File: src/sv/sse_pkg.sv
// ----------------------------------------------------------------------------
// sse_pkg
// Types, codes and constants shared by the event stream parser files.
// ----------------------------------------------------------------------------
package sse_pkg;

   // default depth of the event name store
   localparam int NAME_MAX_DEF = 32;

   // input item kinds
   localparam logic KIND_BYTE = 1'b0;
   localparam logic KIND_END  = 1'b1;

   // result kinds
   localparam logic [1:0] OK_DATA   = 2'd0;
   localparam logic [1:0] OK_NAME   = 2'd1;
   localparam logic [1:0] OK_DONE   = 2'd2;
   localparam logic [1:0] OK_STATUS = 2'd3;

   // status codes
   localparam logic [2:0] SC_OK       = 3'd0;
   localparam logic [2:0] SC_NO_COLON = 3'd1;
   localparam logic [2:0] SC_UNKNOWN  = 3'd2;
   localparam logic [2:0] SC_UNTERM   = 3'd3;
   localparam logic [2:0] SC_TOO_LONG = 3'd4;

   // stream characters
   localparam logic [7:0] CH_LF    = 8'h0A;
   localparam logic [7:0] CH_CR    = 8'h0D;
   localparam logic [7:0] CH_COLON = 8'h3A;
   localparam logic [7:0] CH_SPACE = 8'h20;

   // field names, right aligned in the 40-bit field shift register
   localparam logic [39:0] FN_EVENT = 40'h6576656E74;
   localparam logic [39:0] FN_DATA  = 40'h0064617461;
   localparam logic [39:0] FN_ID    = 40'h0000006964;
   localparam logic [39:0] FN_RETRY = 40'h7265747279;
   localparam logic [2:0]  FN_MAX   = 3'd5;

   typedef struct packed {
      logic       kind;
      logic [7:0] byte_in;
   } req_type;

   typedef struct packed {
      logic [1:0] out_kind;
      logic [7:0] out_byte;
      logic [2:0] status_code;
      logic       last;
   } rsp_type;

   typedef enum logic [2:0] {
      S_IDLE,
      S_ERR,
      S_CR,
      S_BYTE,
      S_EOS,
      S_DISP,
      S_DISP_END
   } st_type;

   typedef enum logic [1:0] {
      PH_START,
      PH_FIELD,
      PH_VALUE,
      PH_COMMENT
   } ph_type;

   typedef enum logic [1:0] {
      LF_EVENT,
      LF_DATA,
      LF_IGNORE
   } lfield_type;

endpackage

File: src/sv/sse_ram.sv
// ----------------------------------------------------------------------------
// sse_ram
// Generic single write port, single read port RAM with registered read data.
// ----------------------------------------------------------------------------
module sse_ram #(
   parameter int WIDTH = 8,
   parameter int DEPTH = 32,
   localparam int AW = (DEPTH > 1) ? $clog2(DEPTH) : 1
) (
   input  logic             clock,
   input  logic             wr_en,
   input  logic [AW-1:0]    wr_addr,
   input  logic [WIDTH-1:0] wr_data,
   input  logic             rd_en,
   input  logic [AW-1:0]    rd_addr,
   output logic [WIDTH-1:0] rd_data
);

   logic [WIDTH-1:0] mem_ff [DEPTH];
   logic [WIDTH-1:0] rd_data_ff;

   always_ff @(posedge clock) begin
      if (wr_en) begin
         mem_ff[wr_addr] <= wr_data;
      end
      if (rd_en) begin
         rd_data_ff <= mem_ff[rd_addr];
      end
   end

   assign rd_data = rd_data_ff;

endmodule

File: src/sv/sse_event_stream_parser_top.sv
// ----------------------------------------------------------------------------
// sse_event_stream_parser_top
// Byte-serial server-sent events parser with an event name store in RAM.
// ----------------------------------------------------------------------------
// Usage: the req channel carries one stream byte or an end-of-stream mark per
// transfer; the rsp channel carries data bytes, event name bytes, event
// complete markers and status results, with last set on the final result
// of each input transfer. Both channels are valid/ready.
// Flow: an input item is taken in S_IDLE and worked on in the next cycle,
// and its result is then loaded into the output register. A held CR that
// turns out to be an ordinary byte is first worked on in S_CR. A blank line
// that dispatches an event walks the name store through its one read port,
// one name byte per result in S_DISP, then the complete marker in
// S_DISP_END.
// The block works on one item at a time; the next item is taken once the
// current item's last result has moved into the output register.
// Reset clears all parse state and any sticky error; the name store needs
// no clearing, only entries written since the last event line are read.
// When the receiver stalls, the result waits in the output register and
// the parser holds until it can hand over its next result.
// ----------------------------------------------------------------------------
module sse_event_stream_parser_top #(
   parameter int NAME_MAX = sse_pkg::NAME_MAX_DEF
) (
   input  logic             clock,
   input  logic             reset,
   input  logic             req_valid,
   output logic             req_ready,
   input  sse_pkg::req_type req_data,
   output logic             rsp_valid,
   input  logic             rsp_ready,
   output sse_pkg::rsp_type rsp_data
);

   localparam int ADDR_W = (NAME_MAX > 1) ? $clog2(NAME_MAX) : 1;
   localparam int CNT_W  = $clog2(NAME_MAX + 1);

   sse_pkg::st_type     st_ff, st_in;
   sse_pkg::ph_type     ph_ff, ph_in;
   sse_pkg::lfield_type lfield_ff, lfield_in;
   sse_pkg::req_type    item_ff, item_in;
   sse_pkg::rsp_type    rsp_data_ff, em_data;

   logic [2:0]       err_ff, err_in;
   logic [39:0]      chars_ff, chars_in;
   logic [2:0]       fcnt_ff, fcnt_in;
   logic             ftl_ff, ftl_in;
   logic             avs_ff, avs_in;
   logic             cr_ff, cr_in;
   logic             nlh_ff, nlh_in;
   logic             dseen_ff, dseen_in;
   logic [CNT_W-1:0] nlen_ff, nlen_in;
   logic [CNT_W-1:0] disp_idx_ff, disp_idx_in;
   logic [CNT_W-1:0] idx_next;
   logic             rsp_valid_ff, rsp_valid_in;

   logic              em_valid;
   logic              step_fail;
   logic              disp_start;
   logic              disp_more;
   logic              ord_do;
   logic              lend_do;
   logic [7:0]        ord_b;
   logic              out_free;
   logic              step_go;
   logic              pending;

   logic              wr_en;
   logic [ADDR_W-1:0] wr_addr;
   logic [7:0]        wr_data;
   logic              rd_en;
   logic [ADDR_W-1:0] rd_addr;
   logic [7:0]        rd_data;

   sse_ram #(
      .WIDTH (8),
      .DEPTH (NAME_MAX)
   ) u_name_ram (
      .clock   (clock),
      .wr_en   (wr_en & step_go),
      .wr_addr (wr_addr),
      .wr_data (wr_data),
      .rd_en   (rd_en & step_go),
      .rd_addr (rd_addr),
      .rd_data (rd_data)
   );

   assign out_free  = !rsp_valid_ff || rsp_ready;
   assign step_go   = !em_valid || out_free;
   assign req_ready = (st_ff == sse_pkg::S_IDLE);
   assign pending   = dseen_ff || (nlen_ff != '0);
   assign idx_next  = disp_idx_ff + 1'b1;

   // datapath: one parse step per cycle unless the output stalls, at most one result
   always_comb begin
      ph_in       = ph_ff;
      err_in      = err_ff;
      chars_in    = chars_ff;
      fcnt_in     = fcnt_ff;
      ftl_in      = ftl_ff;
      lfield_in   = lfield_ff;
      avs_in      = avs_ff;
      cr_in       = cr_ff;
      nlh_in      = nlh_ff;
      dseen_in    = dseen_ff;
      nlen_in     = nlen_ff;
      disp_idx_in = disp_idx_ff;
      item_in     = item_ff;
      em_valid    = 1'b0;
      em_data     = '0;
      step_fail   = 1'b0;
      disp_start  = 1'b0;
      disp_more   = 1'b0;
      ord_do      = 1'b0;
      lend_do     = 1'b0;
      ord_b       = item_ff.byte_in;
      wr_en       = 1'b0;
      wr_addr     = nlen_ff[ADDR_W-1:0];
      wr_data     = item_ff.byte_in;
      rd_en       = 1'b0;
      rd_addr     = disp_idx_ff[ADDR_W-1:0];

      case (st_ff)
         sse_pkg::S_IDLE: begin
            if (req_valid) begin
               item_in = req_data;
            end
         end
         sse_pkg::S_ERR: begin
            em_valid            = 1'b1;
            em_data.out_kind    = sse_pkg::OK_STATUS;
            em_data.status_code = err_ff;
            em_data.last        = 1'b1;
         end
         sse_pkg::S_CR: begin
            cr_in  = 1'b0;
            ord_do = 1'b1;
            ord_b  = sse_pkg::CH_CR;
         end
         sse_pkg::S_BYTE: begin
            cr_in = (item_ff.byte_in == sse_pkg::CH_CR);
            if (item_ff.byte_in == sse_pkg::CH_LF) begin
               lend_do = 1'b1;
            end else if (item_ff.byte_in != sse_pkg::CH_CR) begin
               ord_do = 1'b1;
            end
         end
         sse_pkg::S_EOS: begin
            em_valid         = 1'b1;
            em_data.out_kind = sse_pkg::OK_STATUS;
            em_data.last     = 1'b1;
            if (ph_ff == sse_pkg::PH_FIELD) begin
               step_fail           = 1'b1;
               err_in              = sse_pkg::SC_NO_COLON;
               em_data.status_code = sse_pkg::SC_NO_COLON;
            end else begin
               ph_in = sse_pkg::PH_START;
               if (ph_ff == sse_pkg::PH_VALUE && lfield_ff == sse_pkg::LF_DATA) begin
                  nlh_in = 1'b1;
               end
               if (pending) begin
                  step_fail           = 1'b1;
                  err_in              = sse_pkg::SC_UNTERM;
                  em_data.status_code = sse_pkg::SC_UNTERM;
               end else begin
                  em_data.status_code = sse_pkg::SC_OK;
               end
            end
         end
         sse_pkg::S_DISP: begin
            em_valid         = 1'b1;
            em_data.out_kind = sse_pkg::OK_NAME;
            em_data.out_byte = rd_data;
            em_data.last     = 1'b0;
            disp_idx_in      = idx_next;
            disp_more        = (idx_next < nlen_ff);
            if (disp_more) begin
               rd_en   = 1'b1;
               rd_addr = idx_next[ADDR_W-1:0];
            end
         end
         sse_pkg::S_DISP_END: begin
            em_valid         = 1'b1;
            em_data.out_kind = sse_pkg::OK_DONE;
            em_data.last     = 1'b1;
            dseen_in         = 1'b0;
            nlh_in           = 1'b0;
            nlen_in          = '0;
         end
         default: begin
         end
      endcase

      if (ord_do) begin
         case (ph_ff)
            sse_pkg::PH_START: begin
               if (ord_b == sse_pkg::CH_COLON) begin
                  ph_in = sse_pkg::PH_COMMENT;
               end else begin
                  ph_in    = sse_pkg::PH_FIELD;
                  chars_in = {32'd0, ord_b};
                  fcnt_in  = 3'd1;
                  ftl_in   = 1'b0;
               end
            end
            sse_pkg::PH_FIELD: begin
               if (ord_b == sse_pkg::CH_COLON) begin
                  // resolve the field name
                  ph_in  = sse_pkg::PH_VALUE;
                  avs_in = 1'b1;
                  if (ftl_ff) begin
                     step_fail = 1'b1;
                  end else if (fcnt_ff == 3'd5 && chars_ff == sse_pkg::FN_EVENT) begin
                     lfield_in = sse_pkg::LF_EVENT;
                     nlen_in   = '0;
                  end else if (fcnt_ff == 3'd4 && chars_ff == sse_pkg::FN_DATA) begin
                     lfield_in = sse_pkg::LF_DATA;
                     dseen_in  = 1'b1;
                     if (nlh_ff) begin
                        nlh_in           = 1'b0;
                        em_valid         = 1'b1;
                        em_data.out_kind = sse_pkg::OK_DATA;
                        em_data.out_byte = sse_pkg::CH_LF;
                        em_data.last     = 1'b1;
                     end
                  end else if ((fcnt_ff == 3'd2 && chars_ff == sse_pkg::FN_ID) ||
                               (fcnt_ff == 3'd5 && chars_ff == sse_pkg::FN_RETRY)) begin
                     lfield_in = sse_pkg::LF_IGNORE;
                  end else begin
                     step_fail = 1'b1;
                  end
                  if (step_fail) begin
                     ph_in               = ph_ff;
                     avs_in              = avs_ff;
                     err_in              = sse_pkg::SC_UNKNOWN;
                     em_valid            = 1'b1;
                     em_data.out_kind    = sse_pkg::OK_STATUS;
                     em_data.status_code = sse_pkg::SC_UNKNOWN;
                     em_data.last        = 1'b1;
                  end
               end else if (fcnt_ff < sse_pkg::FN_MAX) begin
                  chars_in = {chars_ff[31:0], ord_b};
                  fcnt_in  = fcnt_ff + 3'd1;
               end else begin
                  ftl_in = 1'b1;
               end
            end
            sse_pkg::PH_VALUE: begin
               avs_in = 1'b0;
               // one space right after the colon is dropped
               if (!(avs_ff && ord_b == sse_pkg::CH_SPACE)) begin
                  case (lfield_ff)
                     sse_pkg::LF_EVENT: begin
                        if (nlen_ff >= CNT_W'(NAME_MAX)) begin
                           step_fail           = 1'b1;
                           avs_in              = avs_ff;
                           err_in              = sse_pkg::SC_TOO_LONG;
                           em_valid            = 1'b1;
                           em_data.out_kind    = sse_pkg::OK_STATUS;
                           em_data.status_code = sse_pkg::SC_TOO_LONG;
                           em_data.last        = 1'b1;
                        end else begin
                           wr_en   = 1'b1;
                           wr_addr = nlen_ff[ADDR_W-1:0];
                           wr_data = ord_b;
                           nlen_in = nlen_ff + 1'b1;
                        end
                     end
                     sse_pkg::LF_DATA: begin
                        em_valid         = 1'b1;
                        em_data.out_kind = sse_pkg::OK_DATA;
                        em_data.out_byte = ord_b;
                        em_data.last     = 1'b1;
                     end
                     default: begin
                     end
                  endcase
               end
            end
            default: begin
            end
         endcase
      end

      if (lend_do) begin
         case (ph_ff)
            sse_pkg::PH_START: begin
               if (pending) begin
                  if (nlen_ff == '0) begin
                     em_valid         = 1'b1;
                     em_data.out_kind = sse_pkg::OK_DONE;
                     em_data.last     = 1'b1;
                     dseen_in         = 1'b0;
                     nlh_in           = 1'b0;
                  end else begin
                     // first name byte read is issued now, walk continues in S_DISP
                     disp_start  = 1'b1;
                     rd_en       = 1'b1;
                     rd_addr     = '0;
                     disp_idx_in = '0;
                  end
               end
            end
            sse_pkg::PH_FIELD: begin
               step_fail           = 1'b1;
               err_in              = sse_pkg::SC_NO_COLON;
               em_valid            = 1'b1;
               em_data.out_kind    = sse_pkg::OK_STATUS;
               em_data.status_code = sse_pkg::SC_NO_COLON;
               em_data.last        = 1'b1;
            end
            sse_pkg::PH_VALUE: begin
               if (lfield_ff == sse_pkg::LF_DATA) begin
                  nlh_in = 1'b1;
               end
               ph_in = sse_pkg::PH_START;
            end
            default: begin
               ph_in = sse_pkg::PH_START;
            end
         endcase
      end

      // a data CR is followed by more results unless the next byte is a CR again
      if (st_ff == sse_pkg::S_CR && !step_fail) begin
         em_data.last = (item_ff.kind == sse_pkg::KIND_BYTE) &&
                        (item_ff.byte_in == sse_pkg::CH_CR);
      end
   end

   // next state
   always_comb begin
      st_in = st_ff;
      case (st_ff)
         sse_pkg::S_IDLE: begin
            if (req_valid) begin
               if (err_ff != sse_pkg::SC_OK) begin
                  st_in = sse_pkg::S_ERR;
               end else if (req_data.kind == sse_pkg::KIND_BYTE) begin
                  if (cr_ff && req_data.byte_in != sse_pkg::CH_LF) begin
                     st_in = sse_pkg::S_CR;
                  end else begin
                     st_in = sse_pkg::S_BYTE;
                  end
               end else if (cr_ff) begin
                  st_in = sse_pkg::S_CR;
               end else begin
                  st_in = sse_pkg::S_EOS;
               end
            end
         end
         sse_pkg::S_CR: begin
            if (step_fail) begin
               st_in = sse_pkg::S_IDLE;
            end else if (item_ff.kind == sse_pkg::KIND_BYTE) begin
               st_in = sse_pkg::S_BYTE;
            end else begin
               st_in = sse_pkg::S_EOS;
            end
         end
         sse_pkg::S_BYTE: begin
            st_in = disp_start ? sse_pkg::S_DISP : sse_pkg::S_IDLE;
         end
         sse_pkg::S_DISP: begin
            st_in = disp_more ? sse_pkg::S_DISP : sse_pkg::S_DISP_END;
         end
         sse_pkg::S_ERR,
         sse_pkg::S_EOS,
         sse_pkg::S_DISP_END: begin
            st_in = sse_pkg::S_IDLE;
         end
         default: begin
            st_in = sse_pkg::S_IDLE;
         end
      endcase
   end

   // output register: loads a result, frees on transfer
   always_comb begin
      rsp_valid_in = rsp_valid_ff;
      if (em_valid && step_go) begin
         rsp_valid_in = 1'b1;
      end else if (rsp_ready) begin
         rsp_valid_in = 1'b0;
      end
   end

   always_ff @(posedge clock) begin
      if (reset) begin
         st_ff        <= sse_pkg::S_IDLE;
         ph_ff        <= sse_pkg::PH_START;
         lfield_ff    <= sse_pkg::LF_EVENT;
         err_ff       <= sse_pkg::SC_OK;
         fcnt_ff      <= '0;
         ftl_ff       <= 1'b0;
         avs_ff       <= 1'b0;
         cr_ff        <= 1'b0;
         nlh_ff       <= 1'b0;
         dseen_ff     <= 1'b0;
         nlen_ff      <= '0;
         disp_idx_ff  <= '0;
         rsp_valid_ff <= 1'b0;
      end else begin
         rsp_valid_ff <= rsp_valid_in;
         if (step_go) begin
            st_ff       <= st_in;
            ph_ff       <= ph_in;
            lfield_ff   <= lfield_in;
            err_ff      <= err_in;
            fcnt_ff     <= fcnt_in;
            ftl_ff      <= ftl_in;
            avs_ff      <= avs_in;
            cr_ff       <= cr_in;
            nlh_ff      <= nlh_in;
            dseen_ff    <= dseen_in;
            nlen_ff     <= nlen_in;
            disp_idx_ff <= disp_idx_in;
         end
      end
   end

   always_ff @(posedge clock) begin
      if (step_go) begin
         chars_ff <= chars_in;
         item_ff  <= item_in;
      end
      if (em_valid && step_go) begin
         rsp_data_ff <= em_data;
      end
   end

   assign rsp_valid = rsp_valid_ff;
   assign rsp_data  = rsp_data_ff;

`ifndef SYNTHESIS
   a_err_sticky: assert property (@(posedge clock) disable iff (reset)
      (err_ff != sse_pkg::SC_OK) |=> (err_ff == $past(err_ff)))
      else $error("sticky error code changed");

   a_name_bound: assert property (@(posedge clock) disable iff (reset)
      nlen_ff <= CNT_W'(NAME_MAX))
      else $error("name length beyond store depth");

   a_disp_index: assert property (@(posedge clock) disable iff (reset)
      (st_ff == sse_pkg::S_DISP) |-> (disp_idx_ff < nlen_ff))
      else $error("name walk index past stored length");

   a_done_last: assert property (@(posedge clock) disable iff (reset)
      (rsp_valid && rsp_data.out_kind == sse_pkg::OK_DONE) |-> rsp_data.last)
      else $error("event complete marker not flagged last");
`endif

endmodule
File: config.mk
export PLATFORM = sky130hd
export DESIGN_NAME = sse_event_stream_parser_top
export DESIGN_NICKNAME = d
export VERILOG_FILES = /design/src/sv/sse_pkg.sv /design/src/sv/sse_ram.sv /design/src/sv/sse_event_stream_parser_top.sv
export SDC_FILE = /design/constraint.sdc
export NUM_CORES = 1
export LEC_CHECK = 0
export ABC_AREA = 0
export BUFFER_PORTS_ARGS = -buffer_cell sky130_fd_sc_hd__buf_2
export CAP_MARGIN = 20
export CELL_PAD_IN_SITES_DETAIL_PLACEMENT = 1
export CELL_PAD_IN_SITES_GLOBAL_PLACEMENT = 2
export CORE_ASPECT_RATIO = 1.4
export CORE_MARGIN = 4
export CORE_UTILIZATION = 40
export CTS_CLUSTER_DIAMETER = 200
export DETAILED_ROUTE_END_ITERATION = 12
export MAX_ROUTING_LAYER = met4
export PLACE_DENSITY = 0.75
export SYNTH_ARGS = -nofsm -noshare
export SYNTH_HDL_FRONTEND = slang
export SYNTH_SLANG_ARGS = --single-unit
File: constraint.sdc
create_clock -name clock -period 4.1 [get_ports clock]
set_input_delay 0.615 -clock clock [delete_from_list [all_inputs] [get_ports clock]]
set_output_delay 0.615 -clock clock [all_outputs]
set_load 0.005 [all_outputs]
# [Yosys cells after proc, flatten, opt, wreduce, memory -nomap -nowiden]
# Memories as Yosys holds them, arrays and structs flattened. A register that Yosys moved wholly into a read port is not among the register bits.
# Cells that the tools add are included.
[totals] elab_cells=300 ram_bits=256 out_inout_bits=16 regBits=94 memories=1
[classes] n_eq_ne=30 n_addsub=3 mux=200 n_lt_le_gt_ge=3 n_reduce_logical=39 n_bitwise=4
[memory_table] name="u_name_ram.mem_ff" words=32 width=8 rd=1 rd_clocked_by_memory_dff=1 wr=1 line_no="sse_ram.sv:19" source="logic [WIDTH-1:0] mem_ff [DEPTH];"
[ops] operator="two-way mux 40 bit" n=3
[ops] operator="two-way mux 1 bit" n=95
[ops] operator="equality test 40 x 39 -> 1 bit, second input constant" n=2
[ops] operator="case mux 40 bit (2 select lines)" n=1
[ops] operator="two-way mux 6 bit" n=13
[ops] operator="two-way mux 3 bit" n=23
[ops] operator="two-way mux 8 bit" n=8
[ops] operator="two-way mux 14 bit" n=3
[ops] operator="equality test 40 x 15 -> 1 bit, second input constant" n=1
[ops] operator="equality test 40 x 31 -> 1 bit, second input constant" n=1
[ops] operator="two-way mux 10 bit" n=4
[ops] operator="two-way mux 2 bit" n=19
[ops] operator="two-way mux 5 bit" n=6
[ops] operator="case mux 14 bit (2 select lines)" n=1
[ops] operator="case mux 1 bit (2 select lines)" n=12
[ops] operator="AND reduction 6 bit" n=4
[ops] operator="case mux 3 bit (2 select lines)" n=3
[ops] operator="equality test 8 x 4 -> 1 bit, second input constant" n=2
[ops] operator="equality test 8 x 6 -> 1 bit, second input constant" n=2
[ops] operator="!= test 8 x 4 -> 1 bit, second input constant" n=2
[ops] operator="equality test 3 bit, second input constant" n=5
[ops] operator="adder 6 x 1 -> 6 bit, second input constant" n=2
[ops] operator="two-way mux 4 bit" n=3
[ops] operator="case mux 2 bit (2 select lines)" n=3
[ops] operator="30 further kinds" n=61

# [Longest topological paths before layout]
[logic_depth] ltp_word=25 mapped_depth=17 depth_no_buf=13

# [Modules after synthesis]
# Synthesis repeated with hierarchy kept, for this count alone.
[hier_totals] cells_unflattened=965 hier_area_um2=15394.8
[by_module_without_submodules] mod="sse_ram" n_inst=1 cells_per_inst=417 area_per_inst_um2=10133.5
[by_module_without_submodules] mod="sse_event_stream_parser_top" n_inst=1 cells_per_inst=548 area_per_inst_um2=5261.3

# [Least setup slack after synthesis]
# Ideal clock, no wire load.
[synth_timing] kind="flip-flop to flip-flop" start="reg disp_idx_ff[2]" end="reg u_name_ram.rd_data_ff[5] (netlist: u_name_ram.rd_data[5]) (read register of u_name_ram.mem_ff), data pin" arrival_time_ps=3619 t_required_ps=3839 path_buffers=3 stages_incl_launch_ff=16 period_less_slack_ps=3880 slack_ps=220 cell_sequence="dfxtp_1 -> clkbuf_1 -> and3_1 -> nand3_1 -> xnor2_1 -> ha_1 -> a211oi_1 -> o21a_1 -> mux2i_1 -> and2_1 -> clkbuf_1 -> clkbuf_1 -> mux2i_1 -> a221oi_1 -> a22oi_1 -> nand3_1"
[synth_between] elab_chain_cells=9 word_cells_on_any_way=15 classes_between="1 x add/sub; 1 x order compare; 12 x mux; 1 x bitwise"
[synth_lines] element="start, declared" line_no="sse_event_stream_parser_top.sv:53" source="logic [CNT_W-1:0] disp_idx_ff, disp_idx_in;"
[synth_lines] element="start signal, assigned" line_no="sse_event_stream_parser_top.sv:417" source="disp_idx_ff <= disp_idx_in;"
[synth_lines] element="adder 6 x 1 -> 6 bit" line_no="sse_event_stream_parser_top.sv:92" source="assign idx_next = disp_idx_ff + 1'b1;"
[synth_lines] element="less-than comparator 6 bit" line_no="sse_event_stream_parser_top.sv:176" source="disp_more = (idx_next < nlen_ff);"
[synth_lines] element="two-way mux 1 bit" line_no="sse_event_stream_parser_top.sv:177" source="if (disp_more) begin"
[synth_lines] element="two-way mux 1 bit" line_no="sse_event_stream_parser_top.sv:123" source="case (st_ff)"
[synth_lines] element="two-way mux 1 bit" line_no="sse_event_stream_parser_top.sv:289" source="if (nlen_ff == '0) begin"
[synth_lines] element="two-way mux 1 bit" line_no="sse_event_stream_parser_top.sv:288" source="if (pending) begin"
[synth_lines] element="two-way mux 1 bit" line_no="sse_event_stream_parser_top.sv:286" source="case (ph_ff)"
[synth_lines] element="two-way mux 1 bit" line_no="sse_event_stream_parser_top.sv:285" source="if (lend_do) begin"
[synth_lines] element="AND 1 bit" line_no="sse_event_stream_parser_top.sv:83" source=".rd_en (rd_en & step_go),"
[synth_lines] element="end, declared" line_no="sse_ram.sv:20" source="logic [WIDTH-1:0] rd_data_ff;"
# Parallel ways exist; a longest one is shown, timed or not.
# A chain may end at the register's enable or synchronous reset.

# [Worst setup path in the final report]
[layout_timing] start="reg disp_idx_ff[1]" end="reg u_name_ram.rd_data_ff[5] (netlist: u_name_ram.rd_data[5]) (read register of u_name_ram.mem_ff), data pin"
# Same word-level chain as after synthesis.

==> results summary <==
In this run, distinct cell masters in the synthesized netlist total 71. The multi-input combinational cells in the finished layout cover a total of around 4900 um2. The required time at the worst-slack endpoint came out at about 4.5 ns.

The first detailed-routing pass took 5 iterations. The power per cell area came out at ~500 nW/um2. The final design area excluding fillers is 18100 um2.

The standard cell core area is 38600 um2. Row generation in the floorplan step produced 85 rows. The ratio of cells with drive above 1 in the final layout came out at 13.4%.

The post-synthesis net count is 1294. The tree is rooted in a sky130_fd_sc_hd__clkbuf_16. The insertion delay to the later sink of the worst-skew pair came out at 0.55 ns. The initial core utilization came out at 40.6%.

The synthesis-to-layout area growth came out at 15.8%. The layout net count came out at about 1.4k. The routed wirelength normalized by instance count came out at 24.6 um. Measured along the x axis, the die boundary spans 175 um. In this run, the number of DRC markers left after iteration 0 of detailed routing was 897. The flow ran to the end, and the final reports show no timing, DRC or antenna violations. Among all flip-flop cells after synthesis, the most frequent one is sky130_fd_sc_hd__edfxtp_1. The critical path goes through ha_1 > nand3_1 > xnor2_1 > ha_1 > a21o_1 > a211oi_2 > o21a_1 > mux2i_4 > and2_4 > buf_12 > mux2i_1 > a211oi_1 > a22oi_1 > nand3_1. The final count of negative-setup-slack endpoints is 0. From bottom edge to top edge, the die measures 242 um.

The non-filler instance count after layout is 1898. The arrival time of data at the critical path endpoint came out at 4.31 ns. The total overflow reported by the global router came out at 0. The kind of launch point of the worst setup path is a flip-flop.

The number of antenna diodes is 0. Gates resized during post-CTS repair numbered 1. The number of CTS-inserted buffers is 38.

The post-place instance area is 16900 um2. The worst-case setup slack after placement is 0.00977 ns. The worst hold path belongs to the class input pin to flip-flop. The first global-routing pass estimated 71000 um of wire. The relative max-transition margin came out at between 30% and 40%. Of all flip-flops after synthesis, the portion carrying an async set or reset was 0%. Buffers inserted to repair hold after CTS numbered 0. The sequential fraction of the synthesis area is 66.6%. The initial antenna violation count was 0.

The area of the die is about 42000 um2. TritonCTS built the clock tree. The minimum clock period after layout came out at approximately 4 ns. The final hold violation count is 0. The remaining design rule violation count came out at 0.

The routed layout has around 11k vias. The final routed wirelength across all metal layers came out at between 40000 and 50000 um. The post-detailed-route via-to-cell ratio came out at 5.66. The max-cap violation count is 0.

Once detailed placement completed, the half-perimeter wirelength came to roughly 32000 um. The accumulated negative setup slack is 0 ns. The number of buffers added for setup after CTS is 0. The maximum level of the CTS H-tree is 2.

The pin slew with the least headroom to its limit came out at roughly 0.92 ns. The total of warnings raised by yosys came out at 0. The instance count of the mapped netlist came out at 1264. The largest fanout on the critical path is 32. Including well taps, the total number of placed cells is 1831. The final clock skew came out at 0.0233 ns. The placer's final routability congestion estimate is 0.841. Clock tree synthesis found a total of about 360 sinks. Counting both buffers and inverters, the worst setup path holds a total of 1. Leaving out fill and tap cells, the most frequent cell in the layout is sky130_fd_sc_hd__edfxtp_1. The longest clock path from root to sink contains 3 buffers. Grouping stages by cell kind, the critical path spends the most delay in compound AO/OA/AOI/OAI gates. The critical path start-end classification is flip-flop to flip-flop. The number of I/O pins is 29.

Entering global routing, the biggest net connects 52 pins. The share of the clock period used by the worst path after layout came out at 95.3%. The average size of a mapped cell is approximately 12 um2. The total of flip-flops plus latches after synthesis is ~360. The final critical-path setup slack came out at about 0.19 ns. Once detail routing completed, the nets flagged for antenna violations numbered 0.

Across the VDD grid, the largest voltage drop is approximately 370 uV. The number of max-slew violations in the final report came to 0. The clock transition time at the flip-flop clock pins of the worst setup and hold paths came out at approximately 0.06 ns. STA classifies the critical path endpoint as a flip-flop. The top achievable clock speed is 0.256 GHz. The combined global-route utilization of all metal layers is 22.5%. The cell leakage power came out at 6.24 nW. The number of global-route vias before repair is 11.4k. In this design, the stage delay of the slowest critical-path cell is 0.59 ns. The number of flops mapped to enable cells by yosys is roughly 330. The slowest stage of the critical path is the sky130_fd_sc_hd__a211oi_1 cell. The sequential cell area came out at 10400 um2. The total of buffers placed on input and output ports is 28. The synthesized cell area is 15700 um2. Counting the fill cells in the layout gives 4032. Cells fill a little under half of the core in the end. In the layout the commonest cells are sky130_fd_sc_hd__edfxtp_1, sky130_fd_sc_hd__nand2_1, sky130_fd_sc_hd__buf_4.
==> final timing paths <==
kind                                      from                     to  slack (ns)  depth (start not counted)
worst min-delay path               req_data[4]             item_ff[4]        0.28                          1
worst min register to register  disp_idx_ff[5]         disp_idx_ff[5]        0.49                          2
worst max-delay path            disp_idx_ff[1]  u_name_ram.rd_data[5]        0.19                         14
worst max register to register  disp_idx_ff[1]  u_name_ram.rd_data[5]        0.19                         14
==> per-stage QoR <==
step	hold WS [ns]	total power, mW
detailed placement	0.490	5.76
global placement	0.475	5.73
global route	0.266	9.40
floorplan	0.439	5.21
finish	0.283	9.02
CTS	0.261	9.11
==> kinds of logic (layout without fill, tap and decap cells) <==
family / count (synthesis) / in the layout / share of synthesized area, %
muxes: 37 / 37 / 2.36
xor gates and xnor gates: 7 / 7 / 0.391
DFF: 358 / 358 / 66.6
and+or+nand+nor: 518 / 518 / 16.9
buffers and inverters: 95 / 207 / 2.42
adders and majority gates: 17 / 17 / 1.36
AOI/OAI and AO/OA: 232 / 232 / 9.92
==> synthesized netlist by cell type, types with 5 or more instances <==
cell / number / share of area (%)
sky130_fd_sc_hd__edfxtp_1: 327 / 63
sky130_fd_sc_hd__nand2_1: 167 / 4.0
sky130_fd_sc_hd__nor2_1: 72 / 1.7
sky130_fd_sc_hd__nand3_1: 71 / 2.3
sky130_fd_sc_hd__a21oi_1: 67 / 2.1
sky130_fd_sc_hd__clkbuf_1: 52 / 1.2
sky130_fd_sc_hd__and2_1: 46 / 1.8
sky130_fd_sc_hd__a211oi_1: 40 / 1.9
sky130_fd_sc_hd__mux2i_1: 37 / 2.4
sky130_fd_sc_hd__dfxtp_1: 31 / 4.0
sky130_fd_sc_hd__nand4_1: 31 / 1.2
sky130_fd_sc_hd__inv_1: 29 / 0.69
sky130_fd_sc_hd__and3_1: 26 / 1.0
sky130_fd_sc_hd__o21ai_0: 24 / 0.77
sky130_fd_sc_hd__a22oi_1: 17 / 0.81
sky130_fd_sc_hd__ha_1: 17 / 1.4
sky130_fd_sc_hd__nor3_1: 17 / 0.54
sky130_fd_sc_hd__a31oi_1: 16 / 0.64
sky130_fd_sc_hd__nand2b_1: 15 / 0.60
sky130_fd_sc_hd__a21o_1: 9 / 0.43
sky130_fd_sc_hd__or3_1: 9 / 0.36
sky130_fd_sc_hd__a221oi_1: 8 / 0.45
sky130_fd_sc_hd__nor3b_1: 8 / 0.38
sky130_fd_sc_hd__nor4_1: 8 / 0.32
sky130_fd_sc_hd__nor2b_1: 7 / 0.28
sky130_fd_sc_hd__buf_1: 6 / 0.14
sky130_fd_sc_hd__buf_2: 6 / 0.19
sky130_fd_sc_hd__nand3b_1: 5 / 0.24
sky130_fd_sc_hd__nor4b_1: 5 / 0.28
sky130_fd_sc_hd__o211ai_1: 5 / 0.24
==> power by group <==
group / internal, mW / switching (mW) / leakage (nW)
sequential: 4.36 / 0.147 / 3.22
combinational: 0.349 / 0.810 / 2.45
clock: 1.93 / 1.43 / 0.577
total: 6.64 / 2.38 / 6.24
==> flip-flops by register name, summed over array words and instances, names as in the netlist, 6 cells and up <==
register	count
rsp_data	14
disp_idx_ff	6
chars_ff	40
item_ff	9
nlen_ff	6
u_name_ram.mem_ff	256
u_name_ram.rd_data	8
==> layer usage <==
metal / up-vias / share of wire [%] / wire (um) / GRT usage (%)
met4: 0 / 3.2 / 1500 / 6.38
met3: 92 / 4.0 / 1890 / 2.56
met1: 5436 / 39 / 18300 / 25.7
met5: - / 0 / 0 / -
li1: 4948 / - / - / -
met2: 270 / 54 / 25100 / 41.3
==> cell type report <==
class	count	area share (%)
flip-flops and latches	358	57.5
multi-input cells	811	27.0
clock buffers	50	5.61
inverters	29	0.600
clock inverters	17	0.862
repair buffers	111	4.76
well taps	522	3.60
Note: power is estimated with default switching activity, not from simulation.
